<file path="config.mk">
export PLATFORM = sky130hd
export DESIGN_NAME = checksummed_sentence_decoder_core
export DESIGN_NICKNAME = d
export VERILOG_FILES = /design/src/hw/rtl/csd_pkg.sv /design/src/hw/rtl/csd_parser.sv /design/src/hw/rtl/checksummed_sentence_decoder_core.sv
export SDC_FILE = /design/constraint.sdc
export NUM_CORES = 1
export LEC_CHECK = 0
export BUFFER_PORTS_ARGS = -buffer_cell sky130_fd_sc_hd__buf_4
export CAP_MARGIN = 30
export CORE_UTILIZATION = 39
export DETAILED_ROUTE_END_ITERATION = 12
export GPL_TIMING_DRIVEN = 0
export REMOVE_ABC_BUFFERS = 1
export SETUP_SLACK_MARGIN = 0.4
export SYNTH_ARGS = -nofsm -noshare
export SYNTH_HDL_FRONTEND = slang
export SYNTH_SLANG_ARGS = --single-unit
</file>
<file path="constraint.sdc">
create_clock -name aclk -period 7.79 [get_ports aclk]
set_input_delay 0.779 -clock aclk [delete_from_list [all_inputs] [get_ports aclk]]
set_output_delay 0.779 -clock aclk [all_outputs]
set_load 0.01 [all_outputs]
</file>
<file path="src/hw/rtl/csd_pkg.sv">
// ============================================================================
// csd_pkg: shared types and constants for the checksummed sentence decoder
// Character codes, decoder state encodings, keyword recognizer and the
// result word carried from the parser to the output register.
// ============================================================================
package csd_pkg;

    // Character codes
    localparam logic [7:0] CH_NUL   = 8'h00;
    localparam logic [7:0] CH_NL    = 8'h0A;
    localparam logic [7:0] CH_DOLLAR = 8'h24;
    localparam logic [7:0] CH_STAR  = 8'h2A;
    localparam logic [7:0] CH_PLUS  = 8'h2B;
    localparam logic [7:0] CH_COMMA = 8'h2C;
    localparam logic [7:0] CH_MINUS = 8'h2D;
    localparam logic [7:0] CH_ZERO  = 8'h30;
    localparam logic [7:0] CH_NINE  = 8'h39;
    localparam logic [7:0] CH_UP_A  = 8'h41;
    localparam logic [7:0] CH_UP_F  = 8'h46;

    // Sentence kinds as reported on the result channel
    localparam logic [2:0] KIND_CHA = 3'd0;
    localparam logic [2:0] KIND_ACC = 3'd1;
    localparam logic [2:0] KIND_REV = 3'd2;
    localparam logic [2:0] KIND_SHO = 3'd3;
    localparam logic [2:0] KIND_RES = 3'd4;

    // Field counts (keyword plus numbers) per sentence kind
    localparam logic [2:0] NEED_ONE   = 3'd2;
    localparam logic [2:0] NEED_TWO   = 3'd3;
    localparam logic [2:0] NEED_THREE = 3'd4;
    localparam logic [2:0] FIELD_MAX  = 3'd7;

    typedef enum logic [1:0] {
        PH_IDLE    = 2'd0,
        PH_PAYLOAD = 2'd1,
        PH_CHECK   = 2'd2
    } phase_t;

    typedef enum logic [1:0] {
        NP_LEAD   = 2'd0,
        NP_DIGITS = 2'd1,
        NP_DONE   = 2'd2
    } num_phase_t;

    typedef enum logic [3:0] {
        KW_START = 4'd0,
        KW_C     = 4'd1,
        KW_CH    = 4'd2,
        KW_CHA   = 4'd3,
        KW_A     = 4'd4,
        KW_AC    = 4'd5,
        KW_ACC   = 4'd6,
        KW_R     = 4'd7,
        KW_RE    = 4'd8,
        KW_REV   = 4'd9,
        KW_RES   = 4'd10,
        KW_S     = 4'd11,
        KW_SH    = 4'd12,
        KW_SHO   = 4'd13,
        KW_FAIL  = 4'd15
    } kw_t;

    // One result word
    typedef struct packed {
        logic        error_flag;
        logic        event_valid;
        logic [2:0]  event_kind;
        logic [15:0] value_a;
        logic [15:0] value_b;
        logic [15:0] value_c;
    } csd_result_t;

    // Keyword recognizer step
    function automatic kw_t kw_next(kw_t s, logic [7:0] c);
        kw_t r;
        r = KW_FAIL;
        case (s)
            KW_START: begin
                if (c == 8'h43)      r = KW_C;
                else if (c == 8'h41) r = KW_A;
                else if (c == 8'h52) r = KW_R;
                else if (c == 8'h53) r = KW_S;
            end
            KW_C:  if (c == 8'h48) r = KW_CH;
            KW_CH: if (c == 8'h41) r = KW_CHA;
            KW_A:  if (c == 8'h43) r = KW_AC;
            KW_AC: if (c == 8'h43) r = KW_ACC;
            KW_R:  if (c == 8'h45) r = KW_RE;
            KW_RE: begin
                if (c == 8'h56)      r = KW_REV;
                else if (c == 8'h53) r = KW_RES;
            end
            KW_S:  if (c == 8'h48) r = KW_SH;
            KW_SH: if (c == 8'h4F) r = KW_SHO;
            default: r = KW_FAIL;
        endcase
        return r;
    endfunction

    function automatic logic is_space(logic [7:0] c);
        return (c == 8'h20) || (c >= 8'h09 && c <= 8'h0D);
    endfunction

    function automatic logic is_digit(logic [7:0] c);
        return (c >= CH_ZERO) && (c <= CH_NINE);
    endfunction

    // Hex digit value; anything outside 0-9 / A-F reads as zero
    function automatic logic [3:0] hex_value(logic [7:0] c);
        logic [7:0] d;
        d = 8'h00;
        if (is_digit(c))                       d = c - CH_ZERO;
        else if (c >= CH_UP_A && c <= CH_UP_F) d = c - CH_UP_A + 8'd10;
        return d[3:0];
    endfunction

endpackage

</file>
<file path="src/hw/rtl/csd_parser.sv">
// ============================================================================
// csd_parser: sentence state and per-word decode
// Holds the sentence state, advances it by one received word when step_en
// is high, and presents the result word for that byte combinationally.
// ============================================================================
module csd_parser #(
    parameter int MAX_PAYLOAD = 128
) (
    input  logic                 aclk,
    input  logic                 aresetn,
    input  logic                 step_en,
    input  logic [7:0]           rx_byte,
    output csd_pkg::csd_result_t result
);

    localparam int CNT_W = $clog2(MAX_PAYLOAD + 1);
    localparam logic [CNT_W-1:0] CNT_LIMIT = CNT_W'(MAX_PAYLOAD);

    // State registers
    csd_pkg::phase_t     phase_reg,   phase_next;
    logic [CNT_W-1:0]    pcount_reg,  pcount_next;
    logic [7:0]          xor_reg,     xor_next;
    logic [1:0]          hexcnt_reg,  hexcnt_next;
    logic [7:0]          rxsum_reg,   rxsum_next;
    csd_pkg::kw_t        kw_reg,      kw_next_s;
    logic [2:0]          fcount_reg,  fcount_next;
    logic                infield_reg, infield_next;
    csd_pkg::num_phase_t np_reg,      np_next;
    logic                neg_reg,     neg_next;
    logic [15:0]         cur_reg,     cur_next;
    logic [15:0]         num0_reg,    num0_next;
    logic [15:0]         num1_reg,    num1_next;
    logic [15:0]         num2_reg,    num2_next;

    // Field view after a possible field start
    logic [2:0]          fc_f;
    csd_pkg::num_phase_t np_f;
    logic                neg_f;
    logic [15:0]         cur_f;

    // Number parser step
    csd_pkg::num_phase_t np_n;
    logic                neg_n;
    logic [15:0]         cur_n;

    // Signed value of the field being closed
    logic [15:0]         field_val;

    logic                do_clear;

    assign field_val = neg_reg ? 16'(16'd0 - cur_reg) : cur_reg;

    // Start of a new field resets the number parser
    always_comb begin
        if (!infield_reg) begin
            fc_f  = (fcount_reg < csd_pkg::FIELD_MAX) ? fcount_reg + 3'd1 : fcount_reg;
            np_f  = csd_pkg::NP_LEAD;
            neg_f = 1'b0;
            cur_f = 16'd0;
        end else begin
            fc_f  = fcount_reg;
            np_f  = np_reg;
            neg_f = neg_reg;
            cur_f = cur_reg;
        end
    end

    // atoi-style number step: white space, sign, then digits
    always_comb begin
        np_n  = np_f;
        neg_n = neg_f;
        cur_n = cur_f;
        if (np_f == csd_pkg::NP_LEAD && csd_pkg::is_space(rx_byte)) begin
            np_n = csd_pkg::NP_LEAD;
        end else if (np_f == csd_pkg::NP_LEAD &&
                     (rx_byte == csd_pkg::CH_PLUS || rx_byte == csd_pkg::CH_MINUS)) begin
            neg_n = (rx_byte == csd_pkg::CH_MINUS);
            np_n  = csd_pkg::NP_DIGITS;
        end else if (np_f == csd_pkg::NP_LEAD || np_f == csd_pkg::NP_DIGITS) begin
            if (csd_pkg::is_digit(rx_byte)) begin
                np_n  = csd_pkg::NP_DIGITS;
                cur_n = 16'(cur_f * 16'd10 + {8'd0, rx_byte - csd_pkg::CH_ZERO});
            end else begin
                np_n = csd_pkg::NP_DONE;
            end
        end
    end

    // Next-state logic
    always_comb begin
        phase_next   = phase_reg;
        pcount_next  = pcount_reg;
        xor_next     = xor_reg;
        hexcnt_next  = hexcnt_reg;
        rxsum_next   = rxsum_reg;
        kw_next_s    = kw_reg;
        fcount_next  = fcount_reg;
        infield_next = infield_reg;
        np_next      = np_reg;
        neg_next     = neg_reg;
        cur_next     = cur_reg;
        num0_next    = num0_reg;
        num1_next    = num1_reg;
        num2_next    = num2_reg;
        do_clear     = 1'b0;

        if (rx_byte == csd_pkg::CH_NUL) begin
            phase_next = phase_reg;
        end else if (rx_byte == csd_pkg::CH_DOLLAR) begin
            do_clear   = 1'b1;
            phase_next = (phase_reg == csd_pkg::PH_IDLE) ? csd_pkg::PH_PAYLOAD
                                                         : csd_pkg::PH_IDLE;
        end else if (rx_byte == csd_pkg::CH_STAR) begin
            if (phase_reg != csd_pkg::PH_PAYLOAD) begin
                do_clear   = 1'b1;
                phase_next = csd_pkg::PH_IDLE;
            end else begin
                // close the open field
                infield_next = 1'b0;
                if (infield_reg) begin
                    if (fcount_reg == csd_pkg::NEED_ONE)   num0_next = field_val;
                    if (fcount_reg == csd_pkg::NEED_TWO)   num1_next = field_val;
                    if (fcount_reg == csd_pkg::NEED_THREE) num2_next = field_val;
                end
                phase_next = csd_pkg::PH_CHECK;
            end
        end else if (rx_byte == csd_pkg::CH_NL) begin
            do_clear   = 1'b1;
            phase_next = csd_pkg::PH_IDLE;
        end else if (phase_reg == csd_pkg::PH_PAYLOAD) begin
            if (pcount_reg >= CNT_LIMIT) begin
                do_clear   = 1'b1;
                phase_next = csd_pkg::PH_IDLE;
            end else begin
                pcount_next = pcount_reg + CNT_W'(1);
                xor_next    = xor_reg ^ rx_byte;
                if (rx_byte == csd_pkg::CH_COMMA) begin
                    infield_next = 1'b0;
                    if (infield_reg) begin
                        if (fcount_reg == csd_pkg::NEED_ONE)   num0_next = field_val;
                        if (fcount_reg == csd_pkg::NEED_TWO)   num1_next = field_val;
                        if (fcount_reg == csd_pkg::NEED_THREE) num2_next = field_val;
                    end
                end else begin
                    infield_next = 1'b1;
                    fcount_next  = fc_f;
                    if (fc_f == 3'd1) begin
                        kw_next_s = csd_pkg::kw_next(kw_reg, rx_byte);
                        np_next   = np_f;
                        neg_next  = neg_f;
                        cur_next  = cur_f;
                    end else begin
                        np_next  = np_n;
                        neg_next = neg_n;
                        cur_next = cur_n;
                    end
                end
            end
        end else if (phase_reg == csd_pkg::PH_CHECK) begin
            if (hexcnt_reg >= 2'd2) begin
                do_clear   = 1'b1;
                phase_next = csd_pkg::PH_IDLE;
            end else begin
                rxsum_next  = {rxsum_reg[3:0], csd_pkg::hex_value(rx_byte)};
                hexcnt_next = hexcnt_reg + 2'd1;
            end
        end

        // sentence restart clears everything except the phase
        if (do_clear) begin
            pcount_next  = '0;
            xor_next     = 8'd0;
            hexcnt_next  = 2'd0;
            rxsum_next   = 8'd0;
            kw_next_s    = csd_pkg::KW_START;
            fcount_next  = 3'd0;
            infield_next = 1'b0;
            np_next      = csd_pkg::NP_LEAD;
            neg_next     = 1'b0;
            cur_next     = 16'd0;
            num0_next    = 16'd0;
            num1_next    = 16'd0;
            num2_next    = 16'd0;
        end
    end

    // Result word for the current byte
    always_comb begin
        result = '0;
        if (rx_byte == csd_pkg::CH_NUL) begin
            result.error_flag = 1'b0;
        end else if (rx_byte == csd_pkg::CH_DOLLAR) begin
            result.error_flag = (phase_reg != csd_pkg::PH_IDLE);
        end else if (rx_byte == csd_pkg::CH_STAR) begin
            result.error_flag = (phase_reg != csd_pkg::PH_PAYLOAD);
        end else if (rx_byte == csd_pkg::CH_NL) begin
            if (phase_reg != csd_pkg::PH_CHECK || hexcnt_reg != 2'd2 ||
                rxsum_reg != xor_reg) begin
                result.error_flag = 1'b1;
            end else begin
                case (kw_reg)
                    csd_pkg::KW_CHA: begin
                        result.event_kind = csd_pkg::KIND_CHA;
                        result.event_valid = (fcount_reg == csd_pkg::NEED_ONE);
                    end
                    csd_pkg::KW_ACC: begin
                        result.event_kind = csd_pkg::KIND_ACC;
                        result.event_valid = (fcount_reg == csd_pkg::NEED_ONE);
                    end
                    csd_pkg::KW_REV: begin
                        result.event_kind = csd_pkg::KIND_REV;
                        result.event_valid = (fcount_reg == csd_pkg::NEED_ONE);
                    end
                    csd_pkg::KW_SHO: begin
                        result.event_kind = csd_pkg::KIND_SHO;
                        result.event_valid = (fcount_reg == csd_pkg::NEED_TWO);
                        result.value_b     = num1_reg;
                    end
                    csd_pkg::KW_RES: begin
                        result.event_kind = csd_pkg::KIND_RES;
                        result.event_valid = (fcount_reg == csd_pkg::NEED_THREE);
                        result.value_b     = num1_reg;
                        result.value_c     = num2_reg;
                    end
                    default: begin
                        result.event_valid = 1'b0;
                    end
                endcase
                result.value_a = num0_reg;
                // unknown keyword or wrong field count: error flagged, all other fields zero
                if (!result.event_valid) begin
                    result            = '0;
                    result.error_flag = 1'b1;
                end
            end
        end else if (phase_reg == csd_pkg::PH_PAYLOAD) begin
            result.error_flag = (pcount_reg >= CNT_LIMIT);
        end else if (phase_reg == csd_pkg::PH_CHECK) begin
            result.error_flag = (hexcnt_reg >= 2'd2);
        end
    end

    // State update, one word per step
    always_ff @(posedge aclk) begin
        if (!aresetn) begin
            phase_reg   <= csd_pkg::PH_IDLE;
            pcount_reg  <= '0;
            xor_reg     <= 8'd0;
            hexcnt_reg  <= 2'd0;
            rxsum_reg   <= 8'd0;
            kw_reg      <= csd_pkg::KW_START;
            fcount_reg  <= 3'd0;
            infield_reg <= 1'b0;
            np_reg      <= csd_pkg::NP_LEAD;
            neg_reg     <= 1'b0;
            cur_reg     <= 16'd0;
            num0_reg    <= 16'd0;
            num1_reg    <= 16'd0;
            num2_reg    <= 16'd0;
        end else if (step_en) begin
            phase_reg   <= phase_next;
            pcount_reg  <= pcount_next;
            xor_reg     <= xor_next;
            hexcnt_reg  <= hexcnt_next;
            rxsum_reg   <= rxsum_next;
            kw_reg      <= kw_next_s;
            fcount_reg  <= fcount_next;
            infield_reg <= infield_next;
            np_reg      <= np_next;
            neg_reg     <= neg_next;
            cur_reg     <= cur_next;
            num0_reg    <= num0_next;
            num1_reg    <= num1_next;
            num2_reg    <= num2_next;
        end
    end

endmodule

</file>
<file path="src/hw/rtl/checksummed_sentence_decoder_core.sv">
// ============================================================================
// checksummed_sentence_decoder_core: XOR-checksummed sentence decoder
// Decodes "$payload*HH\n" sentences one byte per word into event words.
// ============================================================================
// Usage:
//   Input channel s_*: one received byte per word (s_rx_byte), valid/ready.
//   Result channel m_*: exactly one result word per input word, in order.
//   m_error_flag marks a byte that broke framing, length, checksum or
//   format; m_event_valid marks a newline that closed a good sentence, with
//   m_event_kind and up to three 16-bit values (unused values read 0).
//   An accepted word passes into the input register, then through the
//   decode logic into the result register.
//   Throughput is one word per cycle unless the receiver stalls; the sentence
//   state registers update once per word, so consecutive bytes need no gap.
//   Reset (aresetn low, synchronous) empties both registers and returns the
//   decoder to idle with all counters and stored numbers cleared.
//   When the receiver stalls, the result register holds its word and the
//   input register still takes one more word; s_ready drops only once both
//   are full, and no word is lost or repeated.
// ============================================================================
module checksummed_sentence_decoder_core #(
    parameter int MAX_PAYLOAD = 128
) (
    input  logic        aclk,
    input  logic        aresetn,
    input  logic        s_valid,
    output logic        s_ready,
    input  logic [7:0]  s_rx_byte,
    output logic        m_valid,
    input  logic        m_ready,
    output logic        m_error_flag,
    output logic        m_event_valid,
    output logic [2:0]  m_event_kind,
    output logic [15:0] m_value_a,
    output logic [15:0] m_value_b,
    output logic [15:0] m_value_c
);

    logic                 in_valid_reg, in_valid_next;
    logic [7:0]           in_byte_reg;
    logic                 out_valid_reg, out_valid_next;
    csd_pkg::csd_result_t out_reg;
    csd_pkg::csd_result_t step_result;
    logic                 out_adv;
    logic                 step_en;
    logic                 in_take;

    // Handshake and stage advance
    assign out_adv = !out_valid_reg || m_ready;
    assign s_ready = !in_valid_reg || out_adv;
    assign in_take = s_valid && s_ready;
    assign step_en = in_valid_reg && out_adv;

    assign in_valid_next  = in_take ? 1'b1 : (out_adv ? 1'b0 : in_valid_reg);
    assign out_valid_next = out_adv ? in_valid_reg : out_valid_reg;

    // Decode logic and sentence state
    csd_parser #(
        .MAX_PAYLOAD (MAX_PAYLOAD)
    ) u_parser (
        .aclk    (aclk),
        .aresetn (aresetn),
        .step_en (step_en),
        .rx_byte (in_byte_reg),
        .result  (step_result)
    );

    // Input register
    always_ff @(posedge aclk) begin
        if (!aresetn) begin
            in_valid_reg <= 1'b0;
        end else begin
            in_valid_reg <= in_valid_next;
        end
        if (in_take) begin
            in_byte_reg <= s_rx_byte;
        end
    end

    // Result register
    always_ff @(posedge aclk) begin
        if (!aresetn) begin
            out_valid_reg <= 1'b0;
        end else begin
            out_valid_reg <= out_valid_next;
        end
        if (step_en) begin
            out_reg <= step_result;
        end
    end

    assign m_valid       = out_valid_reg;
    assign m_error_flag  = out_reg.error_flag;
    assign m_event_valid = out_reg.event_valid;
    assign m_event_kind  = out_reg.event_kind;
    assign m_value_a     = out_reg.value_a;
    assign m_value_b     = out_reg.value_b;
    assign m_value_c     = out_reg.value_c;

endmodule

</file>
; ---- Yosys cells after proc, flatten, opt, wreduce, memory -nomap -nowiden
; Index checks and enable logic that the tools add are counted.
[classes]
div = 0
n_addsub = 8
n_reduce_logical = 42
bitwise_logic = 6
mul = 1
eq_ne = 51
shifts = 0
n_lt_le_gt_ge = 9
muxes = 184
[ops]
columns = operator, n
row1 = 2-to-1 mux 16 bit, 50
row2 = 2-to-1 mux 8 bit, 22
row3 = 2-to-1 mux 4 bit, 19
row4 = "equality test 8 x 7 -> 1 bit, second input constant", 8
row5 = 2-to-1 mux 2 bit, 32
row6 = 2-to-1 mux 53 bit, 1
row7 = "equality test 8 x 6 -> 1 bit, second input constant", 6
row8 = 2-to-1 mux 1 bit, 44
row9 = 2-to-1 mux 3 bit, 13
row10 = case mux 4 bit (9 select lines), 1
row11 = "equality test 4 bit, second input constant", 6
row12 = AND reduction 8 bit, 3
row13 = "inequality test 2 x 1 -> 1 bit, second input constant", 9
row14 = adder 16 x 8 -> 16 bit, 1
row15 = "equality test 4 x 3 -> 1 bit, second input constant", 4
row16 = "multiplier 16 x 3 -> 15 bit, second input constant", 1
row17 = "subtractor 1 x 16 -> 16 bit, first input constant", 1
row18 = AND reduction 7 bit, 2
row19 = OR reduction 7 bit, 2
row20 = case mux 3 bit (4 select lines), 1
row21 = nonzero test 2 bit, 5
row22 = nonzero test 5 bit, 2
row23 = AND reduction 9 bit, 1
row24 = "adder 8 x 1 -> 8 bit, second input constant", 1
row25 = 42 further kinds, 66
[totals]
mem_count = 0
input_bits = 12
romBits = 0
mem_bits_rw = 0
output_inout_bits = 55
register_bits = 166
latch_bits = 0

; ---- Depth between registers and ports, before layout
; Gate-level depths: netlist (run 1).
[logic_depth]
ltp_word = 16
ltp_mapped = 16
ltp_nobuf = 14

; ---- Cells and area by module
; Synthesis (run 1) repeated with hierarchy kept, for this count alone.
[hier_totals]
hier_cells = 1003
hier_area_um2 = 9211.3
[by_module_without_submodules]
columns = mod, seq_area_each_um2, cells_each, area_each_um2, n_inst
row1 = csd_parser, 2062.0, 933, 7275.7, 1
row2 = checksummed_sentence_decoder_core, 1871.8, 70, 1935.6, 1

; ---- Worst setup path before layout (run 1)
; OpenSTA, ideal clock, no wires.
[synth_timing]
path_type = input-to-reg
startpoint = in m_ready
endpoint = reg u_parser.num0_reg[10]
slack_ps = 3024
arrival_ps = 4695
required_time_ps = 7718
cell_stages = 7
cell_sequence = nor2_1 > nor2b_1 > o211ai_1 > a21o_1 > nor2_4 > buf_4 > mux2i_1
[synth_via]
elab_chain_cells = 3
[synth_lines]
columns = item, line
row1 = start: declaration, checksummed_sentence_decoder_core.sv:30  ; input logic m_ready,
row2 = logical OR 1 bit, checksummed_sentence_decoder_core.sv:49  ; assign out_adv = !out_valid_reg || m_ready;
row3 = logical AND 1 bit, checksummed_sentence_decoder_core.sv:52  ; assign step_en = in_valid_reg && out_adv;
row4 = via step_en, checksummed_sentence_decoder_core.sv:45  ; logic step_en;
row5 = AND reduction 8 bit (no source line), -
row6 = end signal: assignment, csd_parser.sv:272  ; num0_reg <= num0_next;
row7 = end: declaration, csd_parser.sv:31  ; logic [15:0] num0_reg, num0_next;
; The timed path passes the listed nets, and every way through them passes these cells.
; A chain may end at the register's enable or synchronous reset.

; ---- Worst setup path after layout (run 1)
[layout_timing]
startpoint = reg u_parser.infield_reg
endpoint = reg u_parser.cur_reg[15]
[layout_via]
elab_chain_cells = 16
[layout_lines]
columns = item, line
row1 = start: declaration, csd_parser.sv:27  ; logic infield_reg, infield_next;
row2 = start signal: assignment, csd_parser.sv:268  ; infield_reg <= infield_next;
row3 = 2-to-1 mux 16 bit, csd_parser.sv:55  ; if (!infield_reg) begin
row4 = multiplier 16 x 3 -> 15 bit, csd_parser.sv:82  ; cur_n = 16'(cur_f * 16'd10 + {8'd0, rx_byte - csd_pkg::CH_ZERO});
row5 = adder 16 x 8 -> 16 bit, csd_parser.sv:82
row6 = 2-to-1 mux 16 bit, csd_parser.sv:80  ; if (csd_pkg::is_digit(rx_byte)) begin
row7 = 2-to-1 mux 16 bit, csd_parser.sv:79  ; end else if (np_f == csd_pkg::NP_LEAD || np_f == csd_pkg::NP_DIGITS) begin
row8 = 2-to-1 mux 16 bit, csd_parser.sv:75  ; end else if (np_f == csd_pkg::NP_LEAD &&
row9 = 2-to-1 mux 16 bit, csd_parser.sv:73  ; if (np_f == csd_pkg::NP_LEAD && csd_pkg::is_space(rx_byte)) begin
row10 = 2-to-1 mux 16 bit (*), csd_parser.sv:147  ; if (fc_f == 3'd1) begin
row11 = 2-to-1 mux 16 bit (*), csd_parser.sv:137  ; if (rx_byte == csd_pkg::CH_COMMA) begin
row12 = 2-to-1 mux 16 bit (*), csd_parser.sv:131  ; if (pcount_reg >= CNT_LIMIT) begin
row13 = 2-to-1 mux 16 bit (*), csd_parser.sv:130  ; end else if (phase_reg == csd_pkg::PH_PAYLOAD) begin
row14 = 2-to-1 mux 16 bit (*), csd_parser.sv:127  ; end else if (rx_byte == csd_pkg::CH_NL) begin
row15 = 2-to-1 mux 16 bit (*), csd_parser.sv:113  ; end else if (rx_byte == csd_pkg::CH_STAR) begin
row16 = 2-to-1 mux 16 bit (*), csd_parser.sv:109  ; end else if (rx_byte == csd_pkg::CH_DOLLAR) begin
row17 = 2-to-1 mux 16 bit (*), csd_parser.sv:107  ; if (rx_byte == csd_pkg::CH_NUL) begin
row18 = 2-to-1 mux 16 bit (*), csd_parser.sv:170  ; if (do_clear) begin
row19 = end signal: assignment, csd_parser.sv:271  ; cur_reg <= cur_next;
row20 = end: declaration, csd_parser.sv:30  ; logic [15:0] cur_reg, cur_next;
; Every way passes the cells marked *; elsewhere a longest branch is shown, timed or not. The select of a mux whose other input is x is not followed.

==> results of run 1 <==
cells by family (layout without fill, tap and decap cells):
| kind of cell | after synthesis | after routing | share of synthesized area |
|---|---|---|---|
| simple gates | 391 | 391 | 0.221 |
| compound gates | 166 | 166 | 0.126 |
| flops | 166 | 166 | 0.430 |
| buf+inv | 87 | 137 | 0.0411 |
| xor+xnor | 70 | 70 | 0.0670 |
| mux | 55 | 55 | 0.0601 |
| fa+ha+maj | 40 | 40 | 0.0552 |
routing by layer:
layer | GRT usage | wire [um]
met1 | 0.249 | 10400
met2 | 0.279 | 9180
met3 | 0.0295 | 651
met4 | 0.0574 | 334
met5 | 0 | 0
through the flow:
stage | power [uW] | instance area (sq um) | hold WS (ns)
floorplan | 994 | 8890 | 0.430
global placement | 1040 | 9770 | 0.438
detailed placement | 1050 | 9940 | 0.443
CTS | 1870 | 10500 | 0.454
global route | 1920 | 10500 | 0.465
finish | 1850 | 10500 | 0.450
worst max path at each step:
stage                         startpoint                      to  slack [ns]  depth (start not counted)
global route        u_parser.infield_reg    u_parser.cur_reg[15]        3.31                         10
CTS                 u_parser.infield_reg    u_parser.cur_reg[15]        3.59                         10
finish              u_parser.infield_reg    u_parser.cur_reg[15]        3.66                         10
detailed placement  u_parser.infield_reg    u_parser.cur_reg[15]        3.61                         10
global placement                 m_ready     u_parser.xor_reg[1]        0.77                          7
floorplan                        m_ready  u_parser.pcount_reg[2]        2.94                          6
cells in the mapped netlist, drive strengths merged, types with 4 or more instances:
library cell	number	share of area
nand2	108	0.045
dfxtp	105	0.23
nor2	87	0.039
edfxtp	61	0.20
and2	57	0.039
mux2i	55	0.060
clkbuf	45	0.018
a21oi	43	0.025
ha	38	0.052
xnor2	36	0.034
xor2	34	0.033
inv	29	0.012
nand3	25	0.014
o21ai	23	0.013
nor3	20	0.011
a22oi	17	0.014
and3	15	0.010
buf	13	0.011
nor2b	10	0.0068
a21o	9	0.0074
nand2b	8	0.0055
nor3b	8	0.0066
o211ai	8	0.0066
nor4	7	0.0048
o31ai	7	0.0057
or3	7	0.0053
a2bb2oi	6	0.0057
nand4	6	0.0041
o21a	6	0.0049
or4	6	0.0049
a211oi	5	0.0041
a31oi	5	0.0034
nand3b	5	0.0041
a2111oi	4	0.0038
o22ai	4	0.0027
or2	4	0.0030
power breakdown:
group,switching [uW],internal (uW)
Sequential,13.6,917
Combinational,52.7,42.3
Clock,398,428
Total,464,1390
worst max-delay path: stages, from the launching register on:
cell and delay (ns):
dfxtp_1 0.62, inv_1 0.38, nor2_1 0.29, ha_1 0.28, a211o_1 0.31, a211oi_1 0.62, mux2i_1 0.34, o211ai_1 0.25
or4bb_1 0.57, xnor2_1 0.26, o21ai_1 0.08
area by class of cell:
| cell class | count | area [sq um] | area share |
|---|---|---|---|
| Clock buffer | 17 | 425 | 0.0404 |
| Timing Repair Buffer | 76 | 631 | 0.0599 |
| Clock inverter | 15 | 158 | 0.0150 |
| Multi-Input combinational cell | 722 | 4870 | 0.463 |
| Sequential cell | 166 | 3930 | 0.374 |
| Tap cell | 313 | 392 | 0.0372 |
| Inverter | 29 | 109 | 0.0103 |
==> metrics, run 1 <==
post-synthesis cell type count=a little under 80; Min-Delay Path Class=reg -> reg; top_reg_cell synth=dfxtp_1; postcts setup bufs=0; worst reg2reg endpoint=u_parser.cur_reg[15]; Arr. time, crit path=4.45 ns; IO Port Bufs=66; Power Dens Cells=176 nW/um^2; final setup violating endpoints=0; CTS tree=built; RSZ-0062 raised after global routing=false; CTS hold repair buffers=0; Async SR Flop Fraction=0; Final HPWL DP=around 15 mm; Final ANT Viol Nets=0; origin of the worst min-delay path=u_parser.num2_reg[3]; vias post-DR=6928; wire per inst=15.4 um; Bufs on Longest Clock Path=2; Iter 0 DRT Violations=402; Die Span Y=155 um; final setup margin=around 3.7 ns; maxcap violations=0; critical path type=reg -> reg; final WL=20.6 mm; layout cells sized above 1=0.126; Synth Instances=975; Finished Layout Cells=between 1000 and 1500; Hold Path End=u_parser.num2_reg[3]; crit path max fanout=14; Antenna diodes=0; Core Region=22800 sq um; static leakage=0.00382 uW; Setup crit start kind=flip-flop; post-CTS sizing=0; slew margin rel.=0.437; die area=24100 sq um; initial antenna violation count=0; Setup WS pre-CTS=3.61 ns; largest net degree at the start of global routing=60; I/O pin count=67; Reg2Reg Depth=10; GR Overflow Total=0; htree depth=4; # DRC=0; CP Data Required Time=8.11 ns; placed cells=1306; Post-synth EDFFs=61; row cnt=55; Initial Utilization=0.401; Achievable Freq=242 MHz; min cycle time layout=~4.1 ns; first-pass GRT wire length=approximately 34 mm; clock latency on the worst-skew pair=between 0.4 and 0.5 ns; Worst R2R Start=u_parser.infield_reg; setup_tns=0 ns; GRT Total Usage=0.178; Post-Syn Area=9150 sq um; Tcrit/Tclk final=0.531; maximum vdd drop=0.132 mV; sequential fraction of the synthesis area=0.430; clk root buf=clkbuf_16; layout net count=1063; Final Hold Vio Count=0; Die Wd=155 um; hold path depth=2; GPL Wtd Cong=roughly 0.84; vias per inst=around 5.2; #FFs+latches synth=166; r2r setup slk=3.66 ns; status=completed; Sink Count=166; vias in the first global route=6473; Syn-to-layout area delta=15.0%; most frequent cells in the layout=107 x nand2_1, 105 x dfxtp_1, 82 x nor2_1; CP Capture Type=flip-flop; CTS buffer count=17; Tightest Pin Transition=0.845 ns; Slew Limit Fails=0; Ys Warns=0; most common cell after layout, fill and taps aside=nand2_1; Mapped Avg Cell Area=between 9 and 10 sq um; Fillers=around 2200; Final Skew=0.0104 ns; clock-pin slew on the worst setup and hold paths=~0.070 ns; Pre-Repair DR Iteration Count=5; fin util=0.461
Note: power is estimated with default switching activity, not from simulation.
==> inputs of run 2 (changes only) <==
--- a/config.mk
+++ b/config.mk
@@ -5,6 +5,7 @@
 export SDC_FILE = /design/constraint.sdc
 export NUM_CORES = 1
 export LEC_CHECK = 0
+export ABC_AREA = 1
 export BUFFER_PORTS_ARGS = -buffer_cell sky130_fd_sc_hd__buf_4
 export CAP_MARGIN = 30
 export CORE_UTILIZATION = 39
==> constraint.sdc (replaced) <==
create_clock -name aclk -period 3.4 [get_ports aclk]
set_input_delay 0.34 -clock aclk [delete_from_list [all_inputs] [get_ports aclk]]
set_output_delay 0.34 -clock aclk [all_outputs]
set_load 0.01 [all_outputs]
==> run 2 against run 1 <==
- first-iteration DRC count grew 11%
- sequential share of layout area decreased by 2.3 points
- synthesized cell count is 26% higher
- clock power increased by 140%
- non-clock buffer count grew 30
- maximum frequency up 30%
- global-route usage is 2.4 points higher
- sequential power increased by 130%
- count of clock-buffer cells in the layout increased by 1
==> metrics, run 2 <==
min cycle time layout=3.19 ns (-0.944 ns); die area=24400 sq um (+1.5%); wire per inst=14.5 um (-5.7%); Synth area leader=dfxtp_1; Post-synth EDFFs=61 (unchanged); Initial Utilization=0.397 (-0.00363); row cnt=56 (+1.8%); Core Region=23400 sq um (+2.4%); most common cell after layout, fill and taps aside=nand2_1; vias post-DR=8216 (+19%); htree depth=4 (unchanged); #FFs+latches synth=166 (unchanged); Finished Layout Cells=1654 (+24%); Sink Count=166 (unchanged); largest net degree at the start of global routing=49 (-18%); Min-Delay Path Class=in -> reg; placed cells=1583 (+21%); leading cell type by number of instances after synthesis=nand2_1; Final Hold Vio Count=0 (unchanged); Mapped Avg Cell Area=7.55 sq um (-20%); Final ANT Viol Nets=0 (unchanged); post-synthesis cell type count=57 (-27%); layout net count=1373 (+29%); critical path type=reg -> reg; M1 GR Usage=0.279 (+0.0299); Post-synth top cells=223 x nand2_1, 174 x inv_1, 150 x nor2_1; maxcap violations=0 (unchanged); GR met3 Demand/Resource=0.0316 (+0.00204); most used routing layer=met2; GRT met2 Usage=0.326 (+0.0462); Post-Syn Area=9290 sq um (+1.5%); Tightest Pin Transition=0.847 ns (+0.00240 ns); GRT Total Usage=0.202 (+0.0243); Achievable Freq=313 MHz (+30%); CTS buffer count=17 (unchanged); Die Span Y=156 um (+0.74%); Setup WS pre-CTS=-0.550 ns (-4.16 ns); IO Port Bufs=66 (unchanged); I/O pin count=67 (unchanged); clock latency on the worst-skew pair=0.44 ns (about the same); Slew Limit Fails=0 (unchanged); GPL Wtd Cong=0.888 (+5.3%); CP Capture Type=flip-flop; vias per inst=4.97 (-4.1%); Iter 0 DRT Violations=445 (+11%); Setup crit start kind=flip-flop; r2r setup slk=0.21 ns (-3.45 ns); Final HPWL DP=16.7 mm (+14%); Pre-Repair DR Iteration Count=5 (unchanged); final WL=24.0 mm (+17%); top post-synthesis cells by area=dfxtp_1 23%, edfxtp_1 20%, nand2_1 9.0%; layout cells sized above 1=0.186 (+0.0599); slew margin rel.=0.434 (-0.00242); clock-pin slew on the worst setup and hold paths=0.08 ns (about the same); setup_tns=0 ns (unchanged); Power Dens Cells=379 nW/um^2 (+120%); final setup violating endpoints=0 (unchanged); final setup margin=0.210 ns (-3.45 ns); most frequent cells in the layout=212 x nand2_1, 170 x inv_1, 134 x nor2_1; maximum vdd drop=0.233 mV (+77%); Die Wd=156 um (+0.74%); # DRC=0 (unchanged); Tcrit/Tclk final=0.938 (+0.408); Final Skew=0.0157 ns (+0.00535 ns); Fillers=2344 (+4.5%); Syn-to-layout area delta=21.0%; top_reg_cell synth=dfxtp_1; vias in the first global route=7439 (+15%); Synth top area share=0.226 (-0.00340); Antenna diodes=0 (unchanged); sequential fraction of the synthesis area=0.423 (-0.00637); Ys Warns=0 (unchanged); RSZ-0062 raised after global routing=true; Async SR Flop Fraction=0 (unchanged); Synth Instances=1230 (+26%); static leakage=0.00466 uW (+22%); CP Data Required Time=3.68 ns (-4.43 ns); Arr. time, crit path=3.48 ns (-0.97 ns); GR Overflow Total=0 (unchanged); first-pass GRT wire length=38.6 mm (+13%); initial antenna violation count=0 (unchanged); clk root buf=clkbuf_16; status=completed; CTS tree=built; Bufs on Longest Clock Path=2 (unchanged); crit path max fanout=5 (-9)
-- run 2: changes by cell type in the layout (fill, tap and decap cells not counted), moves of 53 or more --
cell     delta
mux2i_1    -55
nand2_1   +105
a21oi_1    +74
o21ai_0    +53
and2_1     -57
inv_1     +141
-- run 2: routing by layer --
layer / share of wire / vias up
li1: - / 4239
met1: 0.49 / 3746
met2: 0.46 / 209
met3: 0.042 / 22
met4: 0.014 / 0
met5: 0 / -
-- run 2: area by class of cell --
type | instances | area, sq um | area share
well taps | 319 | 399 | 0.0355
repair buffers | 106 | 905 | 0.0805
inverters | 194 | 739 | 0.0658
flip-flops and latches | 166 | 3940 | 0.350
clock buffers | 18 | 439 | 0.0391
clock inverters | 14 | 163 | 0.0145
repair inverters | 1 | 7.51 | 0.000668
multi-input cells | 836 | 4650 | 0.414
-- run 2: metrics by stage --
step	instance area, sq um	utilization	hold WS, ns	power [uW]
final	11200	0.480	0.0756	4260
after global routing	11200	0.480	0.0596	4410
after CTS	11100	0.474	0.0615	4290
after detailed placement	10100	0.431	0.445	2360
after global placement	10000	0.427	0.442	2350
after floorplan	9110	-	0.429	2260
-- run 2: report_power, final --
group          switching [uW]  internal [uW]  total (uW)  leakage, uW
Combinational             137           85.3         222      0.00293
Sequential               19.2           2090        2100      0.00144
Clock                     931           1000        1940     0.000290
-- run 2: cells by family (layout without fill, tap and decap cells) --
kind of cell / after synthesis / count (layout) / synth area share
simple gates: 513 / 515 / 0.243
compound gates: 257 / 257 / 0.158
buf+inv: 230 / 333 / 0.0984
flops: 166 / 166 / 0.423
fa+ha+maj: 39 / 39 / 0.0533
xor+xnor: 25 / 25 / 0.0236
-- run 2: critical path: stages (launching register included) --
cell	delay (ns)
dfxtp_4	0.38
buf_16	0.14
nand2_4	0.05
nand2_1	0.05
o21ai_1	0.07
inv_1	0.09
ha_4	0.17
fa_2	0.36
xor2_1	0.15
ha_1	0.33
nand2_2	0.07
nor2_2	0.07
nand2_1	0.05
inv_1	0.07
nor2_2	0.06
nor2_2	0.14
nor2_4	0.06
nor2_4	0.13
nand4_1	0.10
nand2_1	0.12
nand2_2	0.06
nand2_1	0.06
nand2_1	0.05
nand2_1	0.05
nand2_1	0.04
nand2_1	0.05
a21oi_1	0.05
-- run 2: what timing repair did --
item / in CTS / in global routing
resized for setup: 43 / 25
setup buffers: 27 / 8
pin swaps: 31 / 10
hold buffers: 0 / 0
gates cloned: 3 / 1
setup endpoints to repair: 83 / 76
-- run 2: worst paths after layout --
kind / start / end / cells past startpoint
hold reg to reg: u_parser.num0_reg[1] / u_parser.num0_reg[1] / 2
setup / recovery: u_parser.infield_reg / u_parser.cur_reg[15] / 26
hold / removal: s_rx_byte[6] / in_byte_reg[6] / 1
setup reg to reg: u_parser.infield_reg / u_parser.cur_reg[15] / 26
